<file path="src/hdl/assert_macros.svh">
// Assertion macros shared by the parser RTL.
// No dependencies; included by the modules that check their own logic.
`ifndef ASSERT_MACROS_SVH
`define ASSERT_MACROS_SVH

// Clocked check, disabled while reset is high.
`define STIP_ASSERT(label, clk, rst, prop, msg) \
  label: assert property (@(posedge clk) disable iff (rst) prop) \
    else $error(msg);

// Clocked check that also holds during reset.
`define STIP_ASSERT_ALWAYS(label, clk, prop, msg) \
  label: assert property (@(posedge clk) prop) \
    else $error(msg);

`endif

</file>
<file path="src/hdl/stip_pkg.sv">
// Package for the string-to-integer parser: payload types, config codes,
// character constants. No dependencies.
package stip_pkg;

  localparam int CFG_IDX_W  = 1;
  localparam int CFG_DATA_W = 6;

  localparam logic [CFG_IDX_W-1:0] CFG_RADIX  = 1'd0;
  localparam logic [CFG_IDX_W-1:0] CFG_SIGNED = 1'd1;

  localparam logic [7:0] CH_NUL   = 8'h00;
  localparam logic [7:0] CH_TAB   = 8'h09;
  localparam logic [7:0] CH_SPACE = 8'h20;
  localparam logic [7:0] CH_MINUS = 8'h2D;
  localparam logic [7:0] CH_ZERO  = 8'h30;
  localparam logic [7:0] CH_NINE  = 8'h39;
  localparam logic [7:0] CH_UA    = 8'h41;
  localparam logic [7:0] CH_UB    = 8'h42;
  localparam logic [7:0] CH_UX    = 8'h58;
  localparam logic [7:0] CH_UZ    = 8'h5A;
  localparam logic [7:0] CASE_BIT = 8'h20;

  localparam logic [5:0] RADIX_AUTO = 6'd0;
  localparam logic [5:0] RADIX_MIN  = 6'd2;
  localparam logic [5:0] RADIX_MAX  = 6'd36;
  localparam logic [5:0] BASE_BIN   = 6'd2;
  localparam logic [5:0] BASE_OCT   = 6'd8;
  localparam logic [5:0] BASE_DEC   = 6'd10;
  localparam logic [5:0] BASE_HEX   = 6'd16;
  localparam logic [5:0] DIGIT_NONE = 6'd37;

  typedef struct packed {
    logic [5:0] radix;
    logic       signed_mode;
  } cfg_t;

  typedef struct packed {
    logic [31:0] value;
    logic [15:0] end_offset;
    logic        status;
    logic        overflowed;
  } result_t;

endpackage

</file>
<file path="src/hdl/stip_stream_if.sv">
// Valid/ready stream interface carrying one payload per transfer.
// No dependencies; payload type set per instance.
interface stip_stream_if #(parameter type payload_t = logic [7:0]);
  logic     valid;
  logic     ready;
  payload_t data;

  modport source(output valid, output data, input ready);
  modport sink(input valid, input data, output ready);
endinterface

</file>
<file path="src/hdl/stip_step.sv">
// Per-character parse step: string state registers and the next-state logic.
// Depends on stip_pkg and assert_macros.svh.
`include "assert_macros.svh"

module stip_step #(
  parameter int MAX_CHARS = 65535
) (
  input  logic              clk,
  input  logic              rst,
  input  logic              ch_valid,
  input  logic [7:0]        ch,
  input  stip_pkg::cfg_t    cfg,
  input  logic              can_take,
  output logic              advance,
  output logic              res_load,
  output stip_pkg::result_t res
);
  import stip_pkg::*;

  localparam logic [15:0] MaxIdx = 16'(MAX_CHARS);

  typedef enum logic [2:0] {
    PH_WS, PH_SIGN, PH_PREFIX, PH_DIGITS, PH_DONE, PH_ERR
  } phase_t;

  phase_t      phase, phase_next;
  logic [31:0] accum, accum_next;
  logic        ovf_flag, ovf_flag_next;
  logic        neg_flag, neg_flag_next;
  logic [5:0]  eff_base, eff_base_next;
  logic        progress_seen, progress_seen_next;
  logic [15:0] char_index, char_index_next;
  logic [15:0] stop_index, stop_index_next;

  logic        is_nul, is_ws, bad_radix, do_digit;
  logic [7:0]  upper;
  logic [5:0]  dv, base_d;
  logic [37:0] prod;
  logic [31:0] raw;
  logic        ok;

  function automatic logic [5:0] digit_value(input logic [7:0] c);
    logic [7:0] u;
    u = c & ~CASE_BIT;
    if (c >= CH_ZERO && c <= CH_NINE) return 6'(c - CH_ZERO);
    if (u >= CH_UA && u <= CH_UZ) return 6'(u - CH_UA) + BASE_DEC;
    return DIGIT_NONE;
  endfunction

  assign is_nul    = (ch == CH_NUL);
  assign is_ws     = (ch == CH_SPACE) || (ch == CH_TAB);
  assign upper     = ch & ~CASE_BIT;
  assign dv        = digit_value(ch);
  assign bad_radix = (cfg.radix != RADIX_AUTO) &&
                     ((cfg.radix < RADIX_MIN) || (cfg.radix > RADIX_MAX));

  assign advance  = ch_valid && (!is_nul || can_take);
  assign res_load = advance && is_nul;

  always_comb begin
    phase_next         = phase;
    accum_next         = accum;
    ovf_flag_next      = ovf_flag;
    neg_flag_next      = neg_flag;
    eff_base_next      = eff_base;
    progress_seen_next = progress_seen;
    stop_index_next    = stop_index;
    do_digit           = 1'b0;
    base_d             = eff_base;

    unique case (phase)
      PH_WS: begin
        if (!is_ws) begin
          eff_base_next = cfg.radix;
          base_d        = cfg.radix;
          if (bad_radix) begin
            phase_next = PH_ERR;
          end else if (ch == CH_MINUS) begin
            neg_flag_next = 1'b1;
            phase_next    = PH_SIGN;
          end else if (ch == CH_ZERO) begin
            progress_seen_next = 1'b1;
            phase_next         = PH_PREFIX;
          end else begin
            if (cfg.radix == RADIX_AUTO) base_d = BASE_DEC;
            do_digit = 1'b1;
          end
        end
      end
      PH_SIGN: begin
        if (ch == CH_ZERO) begin
          progress_seen_next = 1'b1;
          phase_next         = PH_PREFIX;
        end else begin
          if (eff_base == RADIX_AUTO) base_d = BASE_DEC;
          do_digit = 1'b1;
        end
      end
      PH_PREFIX: begin
        if (upper == CH_UB) begin
          if (eff_base != RADIX_AUTO && eff_base != BASE_BIN) begin
            phase_next = PH_ERR;
          end else begin
            eff_base_next = BASE_BIN;
            phase_next    = PH_DIGITS;
          end
        end else if (upper == CH_UX) begin
          if (eff_base != RADIX_AUTO && eff_base != BASE_HEX) begin
            phase_next = PH_ERR;
          end else begin
            eff_base_next = BASE_HEX;
            phase_next    = PH_DIGITS;
          end
        end else begin
          if (eff_base == RADIX_AUTO) base_d = BASE_OCT;
          do_digit = 1'b1;
        end
      end
      PH_DIGITS: do_digit = 1'b1;
      default: ;
    endcase

    prod = {6'd0, accum} * {32'd0, base_d} + {32'd0, dv};

    if (do_digit) begin
      eff_base_next      = base_d;
      progress_seen_next = 1'b1;
      if (dv >= base_d) begin
        stop_index_next = char_index;
        phase_next      = PH_DONE;
      end else begin
        phase_next = PH_DIGITS;
        if (!ovf_flag) begin
          ovf_flag_next = |prod[37:32];
          accum_next    = prod[31:0];
        end
      end
    end

    char_index_next = (char_index < MaxIdx) ? char_index + 16'd1 : char_index;
  end

  // Result formed from the state seen when the terminator arrives.
  always_comb begin
    ok  = (phase == PH_PREFIX) || (phase == PH_DIGITS) || (phase == PH_DONE);
    raw = ovf_flag ? 32'hFFFF_FFFF : accum;
    res = '0;
    if (ok) begin
      if (cfg.signed_mode && raw[31]) begin
        res.value = neg_flag ? 32'h8000_0000 : 32'h7FFF_FFFF;
      end else begin
        res.value = neg_flag ? (32'd0 - raw) : raw;
      end
      res.end_offset = (phase == PH_DONE) ? stop_index : char_index;
      res.overflowed = ovf_flag;
    end else begin
      res.status = 1'b1;
    end
  end

  always_ff @(posedge clk) begin
    if (rst || (advance && is_nul)) begin
      phase         <= PH_WS;
      accum         <= '0;
      ovf_flag      <= 1'b0;
      neg_flag      <= 1'b0;
      eff_base      <= '0;
      progress_seen <= 1'b0;
      char_index    <= '0;
      stop_index    <= '0;
    end else if (advance) begin
      phase         <= phase_next;
      accum         <= accum_next;
      ovf_flag      <= ovf_flag_next;
      neg_flag      <= neg_flag_next;
      eff_base      <= eff_base_next;
      progress_seen <= progress_seen_next;
      char_index    <= char_index_next;
      stop_index    <= stop_index_next;
    end
  end

  `STIP_ASSERT(a_clear_after_nul, clk, rst, res_load |=> (phase == PH_WS && char_index == 16'd0), "string state not cleared after terminator")
  `STIP_ASSERT(a_index_bound, clk, rst, char_index <= MaxIdx, "char index beyond limit")
  `STIP_ASSERT(a_error_zero, clk, rst, (res_load && res.status) |-> (res.value == 32'd0 && res.end_offset == 16'd0 && !res.overflowed), "error result not zeroed")

endmodule

</file>
<file path="src/hdl/stip_out_reg.sv">
// Result register between the parse step and the result channel.
// Depends on stip_pkg, stip_stream_if and assert_macros.svh.
`include "assert_macros.svh"

module stip_out_reg (
  input  logic              clk,
  input  logic              rst,
  input  logic              load,
  input  stip_pkg::result_t res,
  output logic              can_take,
  stip_stream_if.source     results
);
  import stip_pkg::*;

  logic    full;
  result_t res_q;

  assign can_take      = !full || results.ready;
  assign results.valid = full;
  assign results.data  = res_q;

  always_ff @(posedge clk) begin
    if (rst) begin
      full <= 1'b0;
    end else if (load) begin
      full <= 1'b1;
    end else if (results.ready) begin
      full <= 1'b0;
    end
  end

  always_ff @(posedge clk) begin
    if (load) res_q <= res;
  end

  `STIP_ASSERT(a_no_overwrite, clk, rst, load |-> (!full || results.ready), "result overwritten before transfer")

endmodule

</file>
<file path="src/hdl/string_to_integer_parser.sv">
// String-to-integer parser top: config registers, character input register,
// parse step and result register. Depends on stip_pkg, stip_stream_if, stip_step, stip_out_reg.
// Path: a terminator is held in the character input register, and its result then in the
// result register, from which it transfers on the result channel.
// Throughput: one character per cycle, except that a terminator waits while the result
// register is full and unread; the accumulator's multiply-add is combinational.
// Reset: synchronous; radix 0 (auto), signed mode 1, parse state cleared.
module string_to_integer_parser #(
  parameter int MAX_CHARS = 65535
) (
  input  logic                            clk,
  input  logic                            rst,
  input  logic                            cfg_we,
  input  logic [stip_pkg::CFG_IDX_W-1:0]  cfg_index,
  input  logic [stip_pkg::CFG_DATA_W-1:0] cfg_data,
  stip_stream_if.sink                     chars,
  stip_stream_if.source                   results
);
  import stip_pkg::*;

  cfg_t       cfg;
  logic       ch_valid;
  logic [7:0] ch_q;
  logic       advance, res_load, can_take;
  result_t    res;

  always_ff @(posedge clk) begin
    if (rst) begin
      cfg.radix       <= RADIX_AUTO;
      cfg.signed_mode <= 1'b1;
    end else if (cfg_we) begin
      unique case (cfg_index)
        CFG_RADIX:  cfg.radix       <= cfg_data;
        CFG_SIGNED: cfg.signed_mode <= cfg_data[0];
        default: ;
      endcase
    end
  end

  assign chars.ready = !ch_valid || advance;

  always_ff @(posedge clk) begin
    if (rst) begin
      ch_valid <= 1'b0;
    end else if (chars.ready) begin
      ch_valid <= chars.valid;
    end
  end

  always_ff @(posedge clk) begin
    if (chars.valid && chars.ready) ch_q <= chars.data;
  end

  stip_step #(.MAX_CHARS(MAX_CHARS)) u_step (
    .clk      (clk),
    .rst      (rst),
    .ch_valid (ch_valid),
    .ch       (ch_q),
    .cfg      (cfg),
    .can_take (can_take),
    .advance  (advance),
    .res_load (res_load),
    .res      (res)
  );

  stip_out_reg u_out (
    .clk      (clk),
    .rst      (rst),
    .load     (res_load),
    .res      (res),
    .can_take (can_take),
    .results  (results)
  );

endmodule
</file>
<file path="src/flat_wrapper.sv">
// flat-port wrapper written by rule: the top's interface ports become plain ports
module string_to_integer_parser_flat import stip_pkg::*;
#(
  parameter int MAX_CHARS = 65535
)
  (clk, rst, cfg_we, cfg_index, cfg_data, chars_valid, chars_data, chars_ready, results_valid, results_data, results_ready);
  stip_stream_if chars_i ();
  stip_stream_if results_i ();
  input  logic clk;
  input  logic rst;
  input  logic cfg_we;
  input  logic [stip_pkg::CFG_IDX_W-1:0] cfg_index;
  input  logic [stip_pkg::CFG_DATA_W-1:0] cfg_data;
  input wire logic [$bits(chars_i.valid)-1:0] chars_valid;
  input wire logic [$bits(chars_i.data)-1:0] chars_data;
  output wire logic [$bits(chars_i.ready)-1:0] chars_ready;
  output wire logic [$bits(results_i.valid)-1:0] results_valid;
  output wire logic [$bits(results_i.data)-1:0] results_data;
  input wire logic [$bits(results_i.ready)-1:0] results_ready;
  assign chars_i.valid = chars_valid;
  assign chars_i.data = chars_data;
  assign chars_ready = chars_i.ready;
  assign results_valid = results_i.valid;
  assign results_data = results_i.data;
  assign results_i.ready = results_ready;
  string_to_integer_parser #(.MAX_CHARS(MAX_CHARS)) u_core (.clk(clk), .rst(rst), .cfg_we(cfg_we), .cfg_index(cfg_index), .cfg_data(cfg_data), .chars(chars_i), .results(results_i));
endmodule
</file>
<file path="config.mk">
export PLATFORM = sky130hd
export DESIGN_NAME = string_to_integer_parser_flat
export DESIGN_NICKNAME = d
export VERILOG_FILES = /design/src/hdl/stip_pkg.sv /design/src/hdl/stip_stream_if.sv /design/src/hdl/stip_step.sv /design/src/hdl/stip_out_reg.sv /design/src/hdl/string_to_integer_parser.sv /design/src/flat_wrapper.sv
export VERILOG_INCLUDE_DIRS = /design/src /design/src/hdl
export SDC_FILE = /design/constraint.sdc
export NUM_CORES = 1
export LEC_CHECK = 0
export BUFFER_PORTS_ARGS = -buffer_cell sky130_fd_sc_hd__buf_2
export CORE_MARGIN = 5
export CORE_UTILIZATION = 55
export DETAILED_ROUTE_END_ITERATION = 8
export GPL_TIMING_DRIVEN = 0
export PLACE_DENSITY = 0.8
export SYNTH_ARGS = -nofsm -noshare
export SYNTH_HDL_FRONTEND = slang
export SYNTH_SLANG_ARGS = --single-unit
</file>
<file path="constraint.sdc">
create_clock -name clk -period 11.1 [get_ports clk]
set_clock_uncertainty 0.05 [all_clocks]
set_input_delay 0.555 -clock clk [delete_from_list [all_inputs] [get_ports clk]]
set_output_delay 0.555 -clock clk [all_outputs]
set_load 0.05 [all_outputs]
</file>
=== Word-level counts from Yosys, hierarchy flattened ===
Index checks and enable logic that the tools add are counted.

* Add/subtract/negate cells: 5
* Multipliers: 1
* $lt $le $gt $ge: 8
* Equality and inequality tests: 16
* Multiplexer cells: 48
* Bitwise operators: 3
* Reductions and logical operators: 36

{| class="wikitable"
|+ Operator list
! cell !! number
|-
| two-way mux 6 bit || 21
|-
| adder 38 x 6 -> 38 bit || 1
|-
| multiplier 32 x 6 -> 38 bit || 1
|-
| two-way mux 3 bit || 10
|-
| equality test 8 x 6 -> 1 bit, second input constant || 3
|-
| one-hot mux 6 bit (3 select lines) || 1
|-
| adder 16 x 1 -> 16 bit, second input constant || 1
|-
| less-than comparator 16 bit, second input constant || 1
|-
| equality test 7 x 6 -> 1 bit, second input constant || 2
|-
| two-way mux 1 bit || 13
|-
| logical NOT 6 bit || 2
|-
| != test 4 bit, second input constant || 3
|-
| one-hot mux 6 bit (2 select lines) || 1
|-
| nonzero test 6 bit || 2
|-
| one-hot mux 3 bit (3 select lines) || 1
|-
| equality test 8 x 4 -> 1 bit, second input constant || 1
|-
| >= comparator 8 x 6 -> 1 bit, second input constant || 1
|-
| >= comparator 8 x 7 -> 1 bit, second input constant || 1
|-
| less-or-equal comparator 8 x 6 -> 1 bit, second input constant || 1
|-
| less-or-equal comparator 8 x 7 -> 1 bit, second input constant || 1
|-
| logical AND 1 bit || 8
|-
| logical NOT 8 bit || 1
|-
| logical OR 1 bit || 8
|-
| AND reduction 4 bit || 2
|-
| other kinds (23) || 30
|}

* Register bits after elaboration: 88
* Input port bits: 20
* Output and inout bits: 10
* Word-level logic and storage cells: 130

=== Depth between registers and ports, before layout ===
Gate-level depths: netlist (run 1).

* Depth in word-level cells: 11
* Mapped depth: 28
* Gate-level depth less buffers: 27

=== By module ===
A second synthesis (run 1) with hierarchy kept.

* Cell total of the unflattened synthesis: 1511
* Area, all modules: 12724.7 µm²

{| class="wikitable"
|+ Modules (own cells, without submodules)
! module !! times used !! cells an instance !! area an instance (µm²) !! seq. area each (µm²)
|-
| stip_step || 1 || 1457 || 11848.9 || 1501.4
|-
| string_to_integer_parser || 1 || 42 || 589.3 || 400.4
|-
| stip_out_reg || 1 || 12 || 286.5 || 260.2
|}

=== Worst setup path before layout (run 1) ===
OpenSTA, ideal clock, no wires.

* Path kind: reg-to-reg
* From: register u_core.ch_q[0]
* To: register u_core.u_step.ovf_flag
* Library setup time: 0.134 ns
* Data arrival time: 6.418 ns
* Data required time: 10.916 ns
* Slack: 4.498 ns
* Stages on the path, launching flop included: 27
* Path buffers: 2
* Period minus slack after synthesis: 6.602 ns
* Cells stage by stage: edfxtp_1 inv_1 ha_1 nand3b_1 a2111oi_4 nor2b_1 buf_2 mux2i_1 clkbuf_1 nand2b_1 fa_1 fa_1 inv_1 fa_1 inv_1 fa_1 inv_1 ha_1 a21oi_1 nand2_1 o21ai_1 o311ai_2 a211oi_1 o31ai_1 or3_1 a21oi_1 a41oi_1

* Word-level cells in the longest chain between the ends: 10
* Elaborated cells on any way between the ends: 51
* Those cells by class: add/sub (4); mul (1); order compare (5); eq/ne (6); mux (23); bitwise (1); reduce/logical (11)

{| class="wikitable"
|+ RTL lines
! what !! RTL line !! text
|-
| from (decl) || string_to_integer_parser.sv:23 || <nowiki>logic [7:0] ch_q;</nowiki>
|-
| from (signal assigned) || string_to_integer_parser.sv:51 || <nowiki>if (chars.valid && chars.ready) ch_q <= chars.data;</nowiki>
|-
| equality test 8 x 6 -> 1 bit || stip_step.sv:81, stip_step.sv:91 ||
|-
| two-way mux 6 bit || stip_step.sv:81 || <nowiki>end else if (ch == CH_ZERO) begin</nowiki>
|-
| two-way mux 6 bit || stip_step.sv:78 || <nowiki>end else if (ch == CH_MINUS) begin</nowiki>
|-
| two-way mux 6 bit || stip_step.sv:76 || <nowiki>if (bad_radix) begin</nowiki>
|-
| two-way mux 6 bit || stip_step.sv:73 || <nowiki>if (!is_ws) begin</nowiki>
|-
| one-hot mux 6 bit (3 select lines) || stip_step.sv:71 || <nowiki>unique case (phase)</nowiki>
|-
| multiplier 32 x 6 -> 38 bit || stip_step.sv:123 || <nowiki>prod = {6'd0, accum} * {32'd0, base_d} + {32'd0, dv};</nowiki>
|-
| adder 38 x 6 -> 38 bit || stip_step.sv:123 ||
|-
| OR reduction 6 bit || stip_step.sv:134 || <nowiki>ovf_flag_next = |prod[37:32];</nowiki>
|-
| two-way mux 1 bit || stip_step.sv:133 || <nowiki>if (!ovf_flag) begin</nowiki>
|-
| to (signal assigned) || stip_step.sv:174 || <nowiki>ovf_flag <= ovf_flag_next;</nowiki>
|-
| to (decl) || stip_step.sv:28 || <nowiki>logic ovf_flag, ovf_flag_next;</nowiki>
|}

Several ways; a longest one is shown, not always the timed one. The select of a mux whose other input is x is not followed.
A chain may end at the register's enable or synchronous reset.

=== Final worst setup path (run 1) ===
Same ends and word-level chain as after synthesis.

==> results.md, run 1 <==
- Status: completed
- Initial antenna violation count: 0
- Slew Limit Fails: 0
- ANT cells: 0
- Met3 routed WL: 1.826 mm
- Arrival @ worst endpoint: 8.51 ns
- Post-synthesis sequential area ratio: 0.1793
- YS warnings: 0
- CP Launch Type: flop
- I/O Buffers: 28
- Worst reg2reg startpoint: u_core.ch_q[0]$_DFFE_PP_
- Syn-to-layout area delta: 7.352%
- Max Freq: 0.1200 GHz
- Vias in the first global route: 8,982
- Reg clk slew, reported paths: 0.07 ns
- Fin. Hold Viols: 0
- Leading post-synthesis cells by cell area: fa_1, dfxtp_1, ha_1
- Cts bufs inserted: 9
- I/O pin count: 30
- Final setup TNS: 0 ns
- Hold path depth: 1
- Total die area: 22,390 um2
- Tmin final: 8.334 ns
- Fill count: 1,698
- Die W: 149.6 um
- Initial Util: 0.5545
- Vias after detailed routing: 8,832
- R2r setup slk: 2.77 ns
- Largest net degree at the start of global routing: 20
- Post-CTS Hold Buffers: 0
- Mapped cell area: 10,720 um2
- Yosys cell types: 76
- CTS H-tree lvls: 3
- CTS resizes: 0
- Gpl congestion: 0.9294
- Row count: 51
- Root Driver: clkbuf_16
- Total clock sinks: 88
- Via-to-Cell Ratio: 5.872
- Leading area contributor after synthesis: fa_1
- Footprint of the multi-input gates: 8303 um2
- Post-synth EDFFs: 16
- Dpl cell area: 11,190 um2
- Syn avg cell area: 8.972 um2
- DRC errors left: 0
- Core Footprint: 19,330 um2
- # setup viols final: 0
- Worst Path Required: 11.27 ns
- Top Metal Used: met4
- Post-DP HPWL: 21.41 mm
- Mapped Nets: 1,436
- Vert. Die Dim: 149.6 um
- Ratio of final minimum period to clock period: 0.7508
- Layout Nets: 1,475
- Worst min-delay path startpoint: chars_data[7]
- Met1 wire length: 11.44 mm
- Crit end category: flop
- Drt initial violations: 659
- Final wirelength: 27.29 mm
- Cells after synthesis: 1,195
- Detail Route Antenna Nets: 0
- Max transition margin: 0.3185
- Hold EP: u_core.ch_q[7]$_DFFE_PP_
- Met2 Routed Length: 13.12 mm
- RSZ-0062 raised after global routing: false
- Least-Margin Pin Slew: 1.019 ns
- Top FF cell, synth: dfxtp_1
- Reg2reg end: u_core.u_step.ovf_flag$_SDFFE_PP0P_
- Pre-Repair DR Iteration Count: 5
- Post-synth top cells: fa_1, nand2_1, ha_1, nor2b_1, and2_1
- Share of layout cells above drive strength 1: 0.06941
- Pwr Density: 77.05 nW/um2
- Leak Pwr: 5.325 nW
- Clk_lat worst skew: 0.36 ns
- Setup bufs post-CTS: 0
- Cell count of the worst reg-to-reg path: 26
- Critical path class: flop to flop
- Synth top area share: 0.2315
- Hold Crit Class: input pin to flop
- Tot GR Track Use: 0.2510
- Yosys reg bits: 88
- Final instance area: 11,510 um2
- CTS tree: yes
- MaxCap Viol Count: 0
- Post-synth ARST share: 0
- Global-route wire length before repair: 45.02 mm
- GRT Residual Overflow: 0
- Drt wl/cell: 18.14 um
- Register Area: 1922 um2
- Clock buffer depth: 2
- Peak fanout along the critical path: 10
- Most numerous cell in the Yosys netlist: fa_1
- VDD IR max: 0.0001045 V
report_power, final:
| group | internal [mW] | switching, mW |
|---|---|---|
| Combinational | 0.0692 | 0.150 |
| Sequential | 0.334 | 0.0126 |
| Clock | 0.162 | 0.159 |
flip-flops by register name, indices dropped and copies added (netlist names), 3 cells and up:
register,cells
u_core.u_step.eff_base,6
u_core.u_step.accum,32
u_core.cfg,6
u_core.u_out.results.data,8
u_core.ch_q,8
u_core.u_step.char_index,16
u_core.u_step.stop_index,6
u_core.u_step.phase,3
cell usage in the layout, fill, tap and decap left out, drive strengths merged, types with 3 or more instances in the layout:
master / n
and2: 90
a21o: 13
o31ai: 5
mux2: 4
nor2b: 93
o211ai: 6
edfxtp: 16
dfxtp: 72
or3: 5
a22o: 7
or2: 4
nand2: 115
fa: 124
nand4: 4
a21oi: 75
a221oi: 4
nor3b: 4
buf: 46
xor2: 21
clkinv: 5
mux2i: 20
nor4: 4
a2111oi: 3
xnor2: 25
a31oi: 10
a211oi: 14
inv: 68
and3: 7
nor3: 18
ha: 97
a21boi: 7
nand3: 27
o21a: 9
o21ai: 38
clkbuf: 42
nand2b: 15
nor2: 89
cell families after synthesis:
logic type	synth area share
AO/OA/AOI/OAI	0.1343
flip-flops	0.1793
multiplexers	0.02287
adder cells (fa/ha/maj)	0.3447
XOR/XNOR	0.03758
AND/OR/NAND/NOR	0.2349
buffers and inverters	0.04633
through the flow:
stage | std cells | hold slack, ns | utilization | power [mW] | worst slack (ns)
floorplan | 1195 | 0.4113 | - | 0.4933 | 4.498
global placement | 1488 | 0.4236 | 0.5789 | 0.5619 | 3.042
detailed placement | 1488 | 0.4333 | 0.5789 | 0.5663 | 3.017
CTS | 1504 | 0.3154 | 0.5953 | 0.8843 | 2.901
global route | 1504 | 0.3140 | 0.5953 | 0.9201 | 2.293
finish | 1504 | 0.3222 | 0.5953 | 0.8868 | 2.766
how the worst max path moves through the flow:
stage                                  start                                   to  slack [ns]  depth (start not counted)
floorplan           u_core.ch_q[0]$_DFFE_PP_  u_core.u_step.ovf_flag$_SDFFE_PP0P_        4.50                         26
global placement    u_core.ch_q[0]$_DFFE_PP_  u_core.u_step.ovf_flag$_SDFFE_PP0P_        3.04                         26
detailed placement  u_core.ch_q[0]$_DFFE_PP_  u_core.u_step.ovf_flag$_SDFFE_PP0P_        3.02                         26
CTS                 u_core.ch_q[0]$_DFFE_PP_  u_core.u_step.ovf_flag$_SDFFE_PP0P_        2.90                         26
global route        u_core.ch_q[0]$_DFFE_PP_  u_core.u_step.ovf_flag$_SDFFE_PP0P_        2.29                         26
finish              u_core.ch_q[0]$_DFFE_PP_  u_core.u_step.ovf_flag$_SDFFE_PP0P_        2.77                         26
critical path, stage by stage, from the launching register on:
cell and delay [ns]:
edfxtp_1 0.53, inv_1 0.18, ha_1 0.21, nand3b_1 0.13
a2111oi_4 0.48, nor2b_1 0.09, buf_2 0.19, mux2i_1 0.61
clkbuf_1 0.71, nand2b_1 0.23, fa_1 0.42, fa_1 0.54
inv_1 0.05, fa_1 0.53, inv_1 0.06, fa_1 0.53
inv_1 0.05, ha_1 0.35, a21oi_1 0.16, nand2_1 0.07
o21ai_1 0.38, o311ai_2 0.20, a211oi_1 0.57, o31ai_1 0.18
or3_1 0.33, a21oi_1 0.23, a41oi_1 0.14
layer usage:
| metal | GRT usage | vias to the layer above |
|---|---|---|
| li1 | - | 4117 |
| met5 | 0 | - |
| met4 | 0.09108 | 0 |
| met3 | 0.04512 | 73 |
| met2 | 0.4136 | 323 |
| met1 | 0.3326 | 4319 |
final cells by class:
type | count | area share
Clock inverter | 7 | 0.007936
Clock buffer | 9 | 0.01957
Multi-Input combinational cell | 990 | 0.7214
Buffer | 51 | 0.02163
Inverter | 66 | 0.02152
Tap cell | 265 | 0.02881
Timing Repair Buffer | 28 | 0.01218
Sequential cell | 88 | 0.1670
Power figures use the tool's default switching activity.
==> inputs of run 2 (changes only) <==
--- a/config.mk
+++ b/config.mk
@@ -11,7 +11,7 @@
 export CORE_UTILIZATION = 55
 export DETAILED_ROUTE_END_ITERATION = 8
 export GPL_TIMING_DRIVEN = 0
-export PLACE_DENSITY = 0.8
+export PLACE_DENSITY = 0.82
 export SYNTH_ARGS = -nofsm -noshare
 export SYNTH_HDL_FRONTEND = slang
 export SYNTH_SLANG_ARGS = --single-unit
==> constraint.sdc (replaced) <==
create_clock -name clk -period 7.33 [get_ports clk]
set_clock_uncertainty 0.05 [all_clocks]
set_input_delay 0.3665 -clock clk [delete_from_list [all_inputs] [get_ports clk]]
set_output_delay 0.3665 -clock clk [all_outputs]
set_load 0.05 [all_outputs]
==> run 2 against run 1 <==
Effect of this change: die area unchanged; flip-flop and latch count unchanged; hold slack worse by 0.19 ns; final area rose by 1.8%; total power rose by 55%; worst setup slack worse by 2.6 ns; fmax rose by 17%; combinational power increased by 68%; clock power increased by 50%; register-to-register slack worse by 2.6 ns.
==> results.md, run 2 (synthesis results as in run 1) <==
- Worst path bufs/invs: 7
- Pre-Repair DR Iteration Count: 5
- Seq pwr share: 0.381
- Post-CTS Hold Buffers: 0
- DP Cell Count: 1,488
- Least-Margin Pin Slew: 0.9669 ns
- Crit end category: flop
- R2r setup slk: 0.19 ns
- Gpl congestion: 0.9867
- Post-DP HPWL: 21.17 mm
- Fin. Hold Viols: 0
- Most common cell after layout, fill and taps aside: fa_1
- Pwr Density: 117.5 nW/um2
- CP delay by family, top: adder cells
- Core occupancy in the finished layout: 0.6063
- MaxCap Viol Count: 0
- Reg2reg end: u_core.u_step.ovf_flag$_SDFFE_PP0P_
- Crit path max-delay cell type: fa_1
- Top flop regs: u_core.u_step.accum: 32 flops, u_core.u_step.char_index: 16 flops
- RSZ-0062 raised after global routing: true
- GRT Max-Usage Layer: met2
- Detail Route Antenna Nets: 0
- Clk_lat worst skew: 0.36 ns
- Met3 GRT Util: 0.03876
- Post-Layout Cell Count: 1,516
- Layout Nets: 1,487
- GRT Residual Overflow: 0
- Tmin final: 7.143 ns
- Worst Path Required: 7.52 ns
- Arrival @ worst endpoint: 7.33 ns
- Initial Util: 0.5545
- Global-route met1 utilization: 0.3308
- Vias after detailed routing: 8,997
- Worst Slack Setup Final: 0.1874 ns
- Int Pwr: 881.3 uW
- ANT cells: 0
- Combinational share of power: 0.268
- Drt initial violations: 597
- Slew Limit Fails: 0
- Max Freq: 0.1400 GHz
- Sw power: 496.1 uW
- Met2 GRT Util: 0.4287
- Peak fanout along the critical path: 10
- Final wirelength: 27.24 mm
- DRC errors left: 0
- Commonest cells after routing, fill and taps aside: fa_1, nand2_1, ha_1
- Total die area: 22,390 um2
- Dpl cell area: 11,190 um2
- Drt wl/cell: 17.97 um
- Global-route wire length before repair: 45.05 mm
- Slowest stage delay, CP: 0.54 ns
- Cts bufs inserted: 9
- Clock buffer depth: 2
- Hold Crit Class: input pin to flop
- Vias in the first global route: 8,946
- CP startpoint: u_core.ch_q[0]$_DFFE_PP_
- Final instance area: 11,720 um2
- Worst reg2reg startpoint: u_core.ch_q[0]$_DFFE_PP_
- CTS H-tree lvls: 3
- Largest register FFs: 32
- Root Driver: clkbuf_16
- Total clock sinks: 88
- Final setup TNS: 0 ns
- Critical path class: flop to flop
- Worst min-delay path startpoint: chars_data[4]
- Core Footprint: 19,330 um2
- Worst hold slack: 0.1274 ns
- Syn-to-layout area delta: 9.336%
- Leak Pwr: 5.436 nW
- Cell count of the worst reg-to-reg path: 27
- Share of layout cells above drive strength 1: 0.1015
- Top reg by flops: u_core.u_step.accum
- I/O Buffers: 28
- CTS tree: yes
- Ratio of final minimum period to clock period: 0.9744
- Max transition margin: 0.3530
- Vert. Die Dim: 149.6 um
- Hold EP: u_core.ch_q[4]$_DFFE_PP_
- Status: completed
- Pwr Total: 1.377 mW
- Die W: 149.6 um
- Tot GR Track Use: 0.2512
- Initial antenna violation count: 0
- VDD IR max: 0.0001395 V
- I/O pin count: 30
- Row count: 51
- Post-Place Setup Slack: -0.7590 ns
- Part of the power in the clock network: 0.351
- Via-to-Cell Ratio: 5.935
- CP Launch Type: flop
- # setup viols final: 0
- Largest net degree at the start of global routing: 20
- Reg clk slew, reported paths: 0.08 ns
- Hold path depth: 1
- Sw Ratio: 0.3602
run 2: worst reg2reg max path: stages (launching register included):
cell and delay (ns):
edfxtp_1 0.48, inv_1 0.16, ha_1 0.22, nand3b_1 0.14, a2111oi_4 0.45, nor2b_1 0.09, buf_2 0.22, mux2i_4 0.25
clkbuf_8 0.22, nand2b_1 0.18, fa_1 0.52, fa_1 0.54, inv_1 0.05, fa_1 0.53, inv_1 0.06, fa_1 0.53
inv_1 0.05, ha_2 0.37, o211ai_1 0.13, o211ai_1 0.27, and4_1 0.27, o211ai_1 0.09, buf_4 0.17, nand2_1 0.06
mux2_2 0.32, a2111o_1 0.30, a21oi_1 0.16, a41oi_1 0.12
run 2: repair_timing:
action	CTS	global route
setup buffers	7	7
resized for setup	28	20
pin swaps	3	3
gates cloned	0	0
endpoints found under the setup margin	16	8
run 2: per-layer routing:
layer	vias to the layer above	wire length, um
li1	4153	-
met1	4481	11540
met2	300	13450
met3	63	1569
met4	0	687
met5	-	0
run 2: worst max path at each step:
| stage | endpoint | cells after the start |
|---|---|---|
| finish | u_core.u_step.ovf_flag$_SDFFE_PP0P_ | 27 |
| detailed placement | u_core.u_step.ovf_flag$_SDFFE_PP0P_ | 26 |
| CTS | u_core.u_step.ovf_flag$_SDFFE_PP0P_ | 26 |
| global route | u_core.u_step.ovf_flag$_SDFFE_PP0P_ | 27 |
| floorplan | u_core.u_step.ovf_flag$_SDFFE_PP0P_ | 26 |
| global placement | u_core.u_step.ovf_flag$_SDFFE_PP0P_ | 26 |
run 2: layout make-up:
cell class	instances	area (um2)
Tap cell	265	331.6
Multi-Input combinational cell	990	8384
Buffer	49	290.3
Sequential cell	88	1922
Inverter	66	247.7
Fill cell	1660	7612
Clock buffer	9	225.2
Timing Repair Buffer	42	245.2
Clock inverter	7	76.32
run 2: power groups by stage:
stage	clock network [mW]	logic, mW	registers (mW)
2_1_floorplan	0	0.218	0.529
3_3_place_gp	0	0.315	0.534
3_5_place_dp	0	0.323	0.535
4_1_cts	0.488	0.353	0.525
5_1_grt	0.507	0.395	0.526
6_report	0.483	0.369	0.525
